<file path="config.mk">
export PLATFORM = sky130hd
export DESIGN_NAME = i2c_dac_write_frame_serializer
export DESIGN_NICKNAME = d
export VERILOG_FILES = /design/src/rtl/i2cdws_pkg.sv /design/src/rtl/i2c_dac_write_frame_serializer.sv /design/src/rtl/i2cdws_front.sv /design/src/rtl/i2cdws_queue.sv /design/src/rtl/i2cdws_back.sv
export SDC_FILE = /design/constraint.sdc
export NUM_CORES = 1
export LEC_CHECK = 0
export BUFFER_PORTS_ARGS = -buffer_cell sky130_fd_sc_hd__buf_2
export CORE_MARGIN = 8
export CORE_UTILIZATION = 45
export CTS_CLUSTER_DIAMETER = 50
export DETAILED_ROUTE_END_ITERATION = 8
export PLACE_DENSITY = 0.71
export SYNTH_ARGS = -nofsm -noshare
export SYNTH_HDL_FRONTEND = slang
export SYNTH_SLANG_ARGS = --single-unit
</file>
<file path="constraint.sdc">
create_clock -name clk -period 2.65 [get_ports clk]
set_input_delay 0.265 -clock clk [delete_from_list [all_inputs] [get_ports clk]]
set_output_delay 0.265 -clock clk [all_outputs]
set_load 0.01 [all_outputs]
</file>
<file path="src/rtl/i2cdws_pkg.sv">
// shared types and constants of the i2c dac write frame serializer
// no dependencies; used by every module of the block and by its checker
package i2cdws_pkg;

    localparam logic [7:0]  ADDR_RESET    = 8'hAE;
    localparam logic [15:0] DATA_LIMIT    = 16'd4095;
    localparam int unsigned JUSTIFY_SHIFT = 4;

    // bus symbol codes on symbol_kind
    localparam logic [1:0] SYM_START = 2'd0;
    localparam logic [1:0] SYM_BIT   = 2'd1;
    localparam logic [1:0] SYM_ACK   = 2'd2;
    localparam logic [1:0] SYM_STOP  = 2'd3;

    localparam int unsigned BYTES_PER_FRAME = 4;

    // the four bytes of one write transaction, first sent in the top byte
    typedef struct packed {
        logic [7:0] addr;
        logic [7:0] cmd_ch;
        logic [7:0] data_hi;
        logic [7:0] data_lo;
    } frame_t;

    // queue read side as seen by the serializer
    typedef struct packed {
        logic   valid;
        frame_t frame;
    } frame_q_t;

endpackage

</file>
<file path="src/rtl/i2c_dac_write_frame_serializer.sv">
// top level of the i2c dac write frame serializer: front end, frame queue
// and symbol serializer; depends on i2cdws_pkg, i2cdws_front/queue/back
//
// usage
//   requests enter through push/full: dac_command, channel, data_word and
//   left_justify are taken at an edge with push high and full low. a
//   request whose data_word exceeds 4095 is taken and dropped, it makes
//   no symbols. cfg_we/cfg_wdata write the slave address byte (reset 0xAE);
//   use them only while the block is idle; the block does not enforce it.
//   symbols leave through empty/pop: symbol_kind, sda_level and last_symbol
//   show the oldest symbol while empty is low; pop takes it.
// timing
//   each request in range makes 38 symbols (start, four bytes of eight bits
//   plus an ack slot, stop). the serializer emits one symbol per cycle
//   while pop is high, with no gap between requests. with the serializer
//   idle a taken request is written to the queue and then loaded into the
//   output register, where its start symbol shows.
//   QUEUE_DEPTH frames wait between front end and serializer; full rises
//   once they are all taken.
// reset and stall
//   reset empties the queue and the output stage and restores the address.
//   while pop is low the shown symbol holds and the serializer waits; once
//   the queue fills, full holds off further requests.
module i2c_dac_write_frame_serializer #(
    parameter int QUEUE_DEPTH = 2
) (
    input  logic        clk,
    input  logic        rst_n,
    input  logic        cfg_we,
    input  logic [7:0]  cfg_wdata,
    input  logic        push,
    output logic        full,
    input  logic [7:0]  dac_command,
    input  logic [7:0]  channel,
    input  logic [15:0] data_word,
    input  logic        left_justify,
    output logic        empty,
    input  logic        pop,
    output logic [1:0]  symbol_kind,
    output logic        sda_level,
    output logic        last_symbol
);

    logic                 q_wr;
    logic                 q_rd;
    i2cdws_pkg::frame_t   q_wdata;
    i2cdws_pkg::frame_q_t rq;

    i2cdws_front u_front (
        .clk          (clk),
        .rst_n        (rst_n),
        .cfg_we       (cfg_we),
        .cfg_wdata    (cfg_wdata),
        .push         (push),
        .q_full       (full),
        .dac_command  (dac_command),
        .channel      (channel),
        .data_word    (data_word),
        .left_justify (left_justify),
        .q_wr         (q_wr),
        .q_wdata      (q_wdata)
    );

    i2cdws_queue #(
        .DEPTH (QUEUE_DEPTH)
    ) u_queue (
        .clk   (clk),
        .rst_n (rst_n),
        .wr    (q_wr),
        .wdata (q_wdata),
        .full  (full),
        .rd    (q_rd),
        .rq    (rq)
    );

    i2cdws_back u_back (
        .clk         (clk),
        .rst_n       (rst_n),
        .rq          (rq),
        .q_rd        (q_rd),
        .empty       (empty),
        .pop         (pop),
        .symbol_kind (symbol_kind),
        .sda_level   (sda_level),
        .last_symbol (last_symbol)
    );

endmodule

</file>
<file path="src/rtl/i2cdws_front.sv">
// front end: holds the slave address register, checks each request and
// builds its four-byte frame; depends on i2cdws_pkg
module i2cdws_front (
    input  logic                clk,
    input  logic                rst_n,
    input  logic                cfg_we,
    input  logic [7:0]          cfg_wdata,
    input  logic                push,
    input  logic                q_full,
    input  logic [7:0]          dac_command,
    input  logic [7:0]          channel,
    input  logic [15:0]         data_word,
    input  logic                left_justify,
    output logic                q_wr,
    output i2cdws_pkg::frame_t  q_wdata
);

    logic [7:0]  slave_address_byte_reg;
    logic [7:0]  slave_address_byte_next;
    logic [15:0] code;
    logic        code_ok;

    always_comb
    begin
        slave_address_byte_next = slave_address_byte_reg;
        if (cfg_we)
        begin
            slave_address_byte_next = cfg_wdata;
        end
    end

    always_ff @(posedge clk or negedge rst_n)
    begin
        if (!rst_n)
        begin
            slave_address_byte_reg <= i2cdws_pkg::ADDR_RESET;
        end
        else
        begin
            slave_address_byte_reg <= slave_address_byte_next;
        end
    end

    // an out of range code drops the item here, it never reaches the queue
    assign code_ok = (data_word <= i2cdws_pkg::DATA_LIMIT);
    assign code    = left_justify ? (data_word << i2cdws_pkg::JUSTIFY_SHIFT) : data_word;
    assign q_wr    = push && !q_full && code_ok;

    always_comb
    begin
        q_wdata.addr    = slave_address_byte_reg;
        q_wdata.cmd_ch  = dac_command | channel;
        q_wdata.data_hi = code[15:8];
        q_wdata.data_lo = code[7:0];
    end

endmodule

</file>
<file path="src/rtl/i2cdws_queue.sv">
// short frame queue between the front end and the serializer
// depends on i2cdws_pkg for the frame type
module i2cdws_queue #(
    parameter int DEPTH = 2
) (
    input  logic                 clk,
    input  logic                 rst_n,
    input  logic                 wr,
    input  i2cdws_pkg::frame_t   wdata,
    output logic                 full,
    input  logic                 rd,
    output i2cdws_pkg::frame_q_t rq
);

    localparam int PW = (DEPTH > 1) ? $clog2(DEPTH) : 1;
    localparam int CW = $clog2(DEPTH + 1);
    localparam logic [PW-1:0] LAST_IDX = PW'(DEPTH - 1);
    localparam logic [CW-1:0] DEPTH_CNT = CW'(DEPTH);

    i2cdws_pkg::frame_t mem [DEPTH];

    logic [PW-1:0] wr_ptr_reg, wr_ptr_next;
    logic [PW-1:0] rd_ptr_reg, rd_ptr_next;
    logic [CW-1:0] count_reg, count_next;
    logic          do_wr, do_rd;

    assign full  = (count_reg == DEPTH_CNT);
    assign do_wr = wr && !full;
    assign do_rd = rd && (count_reg != '0);

    assign rq.valid = (count_reg != '0);
    assign rq.frame = mem[rd_ptr_reg];

    always_comb
    begin
        wr_ptr_next = wr_ptr_reg;
        rd_ptr_next = rd_ptr_reg;
        count_next  = count_reg;
        if (do_wr)
        begin
            wr_ptr_next = (wr_ptr_reg == LAST_IDX) ? '0 : wr_ptr_reg + 1'b1;
        end
        if (do_rd)
        begin
            rd_ptr_next = (rd_ptr_reg == LAST_IDX) ? '0 : rd_ptr_reg + 1'b1;
        end
        if (do_wr && !do_rd)
        begin
            count_next = count_reg + 1'b1;
        end
        else if (do_rd && !do_wr)
        begin
            count_next = count_reg - 1'b1;
        end
    end

    always_ff @(posedge clk or negedge rst_n)
    begin
        if (!rst_n)
        begin
            wr_ptr_reg <= '0;
            rd_ptr_reg <= '0;
            count_reg  <= '0;
        end
        else
        begin
            wr_ptr_reg <= wr_ptr_next;
            rd_ptr_reg <= rd_ptr_next;
            count_reg  <= count_next;
        end
    end

    always_ff @(posedge clk)
    begin
        if (do_wr)
        begin
            mem[wr_ptr_reg] <= wdata;
        end
    end

endmodule

</file>
<file path="src/rtl/i2cdws_back.sv">
// back end: turns one queued frame into 38 bus symbols, one per cycle while pop is high,
// through a registered output stage; depends on i2cdws_pkg
module i2cdws_back (
    input  logic                 clk,
    input  logic                 rst_n,
    input  i2cdws_pkg::frame_q_t rq,
    output logic                 q_rd,
    output logic                 empty,
    input  logic                 pop,
    output logic [1:0]           symbol_kind,
    output logic                 sda_level,
    output logic                 last_symbol
);

    typedef enum logic [3:0] {
        ST_IDLE = 4'b0001,
        ST_BITS = 4'b0010,
        ST_ACK  = 4'b0100,
        ST_STOP = 4'b1000
    } state_t;

    localparam logic [1:0] LAST_BYTE = 2'(i2cdws_pkg::BYTES_PER_FRAME - 1);

    state_t      state_reg, state_next;
    logic [31:0] shift_reg, shift_next;
    logic [2:0]  bit_cnt_reg, bit_cnt_next;
    logic [1:0]  byte_cnt_reg, byte_cnt_next;
    logic        out_valid_reg, out_valid_next;
    logic [1:0]  kind_reg, kind_next;
    logic        sda_reg, sda_next;
    logic        last_reg, last_next;
    logic        adv;

    // output slot is free or is being taken this cycle
    assign adv = !out_valid_reg || pop;
    assign q_rd = adv && (state_reg == ST_IDLE) && rq.valid;

    always_comb
    begin
        state_next     = state_reg;
        shift_next     = shift_reg;
        bit_cnt_next   = bit_cnt_reg;
        byte_cnt_next  = byte_cnt_reg;
        out_valid_next = out_valid_reg;
        kind_next      = kind_reg;
        sda_next       = sda_reg;
        last_next      = last_reg;
        if (adv)
        begin
            out_valid_next = 1'b1;
            last_next      = 1'b0;
            case (state_reg)
                ST_IDLE:
                begin
                    // start goes out in the same cycle the frame is loaded
                    kind_next      = i2cdws_pkg::SYM_START;
                    sda_next       = 1'b0;
                    out_valid_next = rq.valid;
                    if (rq.valid)
                    begin
                        shift_next    = rq.frame;
                        bit_cnt_next  = '0;
                        byte_cnt_next = '0;
                        state_next    = ST_BITS;
                    end
                end
                ST_BITS:
                begin
                    kind_next    = i2cdws_pkg::SYM_BIT;
                    sda_next     = shift_reg[31];
                    shift_next   = {shift_reg[30:0], 1'b0};
                    bit_cnt_next = bit_cnt_reg + 1'b1;
                    if (bit_cnt_reg == 3'd7)
                    begin
                        state_next = ST_ACK;
                    end
                end
                ST_ACK:
                begin
                    kind_next = i2cdws_pkg::SYM_ACK;
                    sda_next  = 1'b1;
                    if (byte_cnt_reg == LAST_BYTE)
                    begin
                        state_next = ST_STOP;
                    end
                    else
                    begin
                        byte_cnt_next = byte_cnt_reg + 1'b1;
                        state_next    = ST_BITS;
                    end
                end
                ST_STOP:
                begin
                    kind_next  = i2cdws_pkg::SYM_STOP;
                    sda_next   = 1'b1;
                    last_next  = 1'b1;
                    state_next = ST_IDLE;
                end
                default:
                begin
                    out_valid_next = 1'b0;
                    state_next     = ST_IDLE;
                end
            endcase
        end
    end

    always_ff @(posedge clk or negedge rst_n)
    begin
        if (!rst_n)
        begin
            state_reg     <= ST_IDLE;
            bit_cnt_reg   <= '0;
            byte_cnt_reg  <= '0;
            out_valid_reg <= 1'b0;
        end
        else
        begin
            state_reg     <= state_next;
            bit_cnt_reg   <= bit_cnt_next;
            byte_cnt_reg  <= byte_cnt_next;
            out_valid_reg <= out_valid_next;
        end
    end

    always_ff @(posedge clk)
    begin
        shift_reg <= shift_next;
        kind_reg  <= kind_next;
        sda_reg   <= sda_next;
        last_reg  <= last_next;
    end

    assign empty       = !out_valid_reg;
    assign symbol_kind = kind_reg;
    assign sda_level   = sda_reg;
    assign last_symbol = last_reg;

endmodule

</file>
==> results_dict.tcl <==
set metrics [dict create \
    status "finished clean" \
    final_util_pct 55.8 \
    ys.flop_type "edfxtp_1" \
    diodes 0 \
    synth_top_family_by_area "multiplexers" \
    fmax_mhz 500 \
    synth-edff-count 100 \
    p_per_area_nw_per_um2 1020 \
    endpoint_kind "flip-flop" \
    total_power_w 0.00619 \
    maxCapViolCount 0 \
    grt_pass1_vias 2913 \
    synthCells 333 \
    die-area_um2 14900 \
    synth_area_leaders "edfxtp_1, dfrtp_1, mux2i_1, mux2_2, dfstp_2" \
    cp.arrival_ps 2430 \
    routed_via_density 4.93 \
    clk_pin_slew_ps 60 \
    post_cts_buffers 0 \
    final_net_count 456 \
    cts_tree "yes" \
    via_count 2758 \
    finalSetupTns_ps 0 \
    clock_latency_ps 520 \
    crit_required_ps 3080 \
    slew_headroom_pct 58.9 \
    row_count 38 \
    synth_nets 383 \
    syn_area_um2 5050 \
    htreeDepth 4 \
    routed_wire_length_per_instance_um 15.2 \
    yosysTopAreaCell "edfxtp_1" \
    period_share_pct 75.5 \
    drc 0 \
    avgSynthCellArea_um2 15.2 \
    yosys-mux-area-fraction_pct 11.6 \
    worstPathMaxFanout 7 \
    clockBufferDepth 2 \
    syn2layout_area_growth_pct 20.3 \
    skew_ps 14.9 \
    initial_utilization_pct 46.4 \
    drt-pass1-iter-count 4 \
    grt_start_max_net_pins 65 \
    cts.sinks 122 \
    cts_resized 0 \
    core-area_um2 10900 \
    grt_overflow 0 \
    synth_top_area_share_pct 59.5 \
    first_iter_violations 158 \
    grtUsageTotal_pct 12.3 \
    synthXorXnorAreaFrac_pct 1.04 \
    criticalPathCategory "flip-flop to flip-flop" \
    multiInputGateArea_um2 1350 \
    fill_cells 832 \
    p_leak_nw 2.34 \
    tightest_slew_ps 616 \
    postRouteAntennaNets 0 \
    slew_violations 0 \
    ys_seq_area_share_pct 70.5 \
    ys_warn_count 0 \
    drive_gt1_share_pct 32.5 \
    synth_adder_area_share_pct 0.991 \
    min_path_cells 2 \
    port_buffers 51 \
    die_w_um 122 \
    peakVddDrop_uv 770 \
    final-hold-violation-count 0 \
    period_needed_ps 2000 \
    cts_buffers 17 \
    cp-start-kind "flip-flop" \
    holdCritPathClass "input pin to flip-flop" \
    grt_pass1_wl_um 13900 \
    wirelength_um 8520 \
    async_reset_ff_share_pct 18.0 \
    dpl_cell_area_um2 5430 \
    ys_ff_latch 122 \
    setup_viol 0 \
    antenna_found_initial 0 \
    gp_congestion 0.862 \
    synthDistinctLibCells 36 \
    dp_hpwl_um 5540 \
    synth_compound_area_share_pct 5.30 \
    synth_most_common_cell "edfxtp_1" \
    die_h_um 122 \
    root_buffer "clkbuf_8" \
    largest_reg_flops 64 \
    rsz0062_at_grt "false" \
    seq_area_um2 3560 \
    yosys.area_share.simple_pct 7.63 \
    reg2reg_depth 7 \
    final_area_um2 6070 \
    synth_commonest_cells "edfxtp_1, nand2_1, mux2i_1" \
    io_pins 52 \
]
[critical path: stages (launching register included)]
cell and delay [ps]:
dfstp_2 570, nor2b_2 230, and2b_1 190, nand3_1 210, ha_1 300, xor2_1 150
nor2_1 110, xor2_1 150
[cells by family after synthesis]
| kind of cell | after synthesis |
|---|---|
| xor+xnor | 6 |
| compound gates | 46 |
| fa+ha+maj | 4 |
| buf+inv | 24 |
| flops | 122 |
| mux | 56 |
| simple gates | 75 |
[stage by stage]
stage | worst slack, ps | hold WS (ps) | std cells
after floorplan | 399 | -30.6 | 333
after global placement | 729 | 256 | 517
after detailed placement | 685 | 253 | 517
after CTS | 656 | 0.515 | 559
after global routing | 523 | 1.35 | 559
final | 649 | 26.0 | 559
[cell type report]
cell class              count  area share [%]
clock buffers              17            6.82
clock inverters            15            2.10
inverters                   9           0.556
multi-input cells         187            22.2
flip-flops and latches    122            58.6
well taps                 140            2.88
repair buffers             69            6.84
[report_power, final]
group	total, W	internal (W)	switching [W]
clock	0.00206	0.00124	0.000820
sequential	0.00290	0.00266	0.000240
combinational	0.00124	0.000543	0.000696
total	0.00619	0.00444	0.00176
[worst paths after layout]
kind | start | to | slack (ps)
hold reg to reg | u_front.slave_address_byte_reg[4] | u_queue.mem[0][28] | 480
max in group asynchronous | rst_n | u_queue.rd_ptr_reg | 2050
min in group asynchronous | rst_n | u_back.state_reg[1] | 240
setup reg to reg | u_back.state_reg[0] | u_queue.count_reg[1] | 650
hold / removal | dac_command[5] | u_queue.mem[0][21] | 30
setup / recovery | u_back.state_reg[0] | u_queue.count_reg[1] | 650
[cells in the final DEF, fill, tap and decap left out, drive strengths merged, types with 3 or more instances in the layout]
cell / netlist / routed
buf: 12 / 59
mux2i: 35 / 35
nor2b: 7 / 7
inv: 9 / 11
dfrtp: 16 / 16
nor2: 7 / 7
mux2: 21 / 21
nand2: 40 / 40
o21ai: 35 / 35
and2b: 3 / 3
ha: 4 / 4
clkinvlp: 0 / 5
a21oi: 5 / 5
clkbuf: 3 / 17
nand3: 3 / 3
or2: 8 / 8
dlygate4sd3: 0 / 10
xor2: 4 / 4
clkinv: 0 / 7
edfxtp: 100 / 100
dfstp: 6 / 6
[metal layers]
metal / vias to the layer above / wire (um) / GRT usage, %
met5: - / 0 / 0
met4: 0 / 130 / 5.47
met3: 10 / 293 / 5.09
met2: 46 / 4550 / 21.1
met1: 1335 / 3550 / 13.1
li1: 1367 / - / -
[repair_timing]
action | CTS | global route
setup endpoints to repair | 0 | 0
hold buffers | 10 | 0
endpoints found under the hold margin | 26 | 0
No activity file was read; power rests on OpenSTA's default activity.
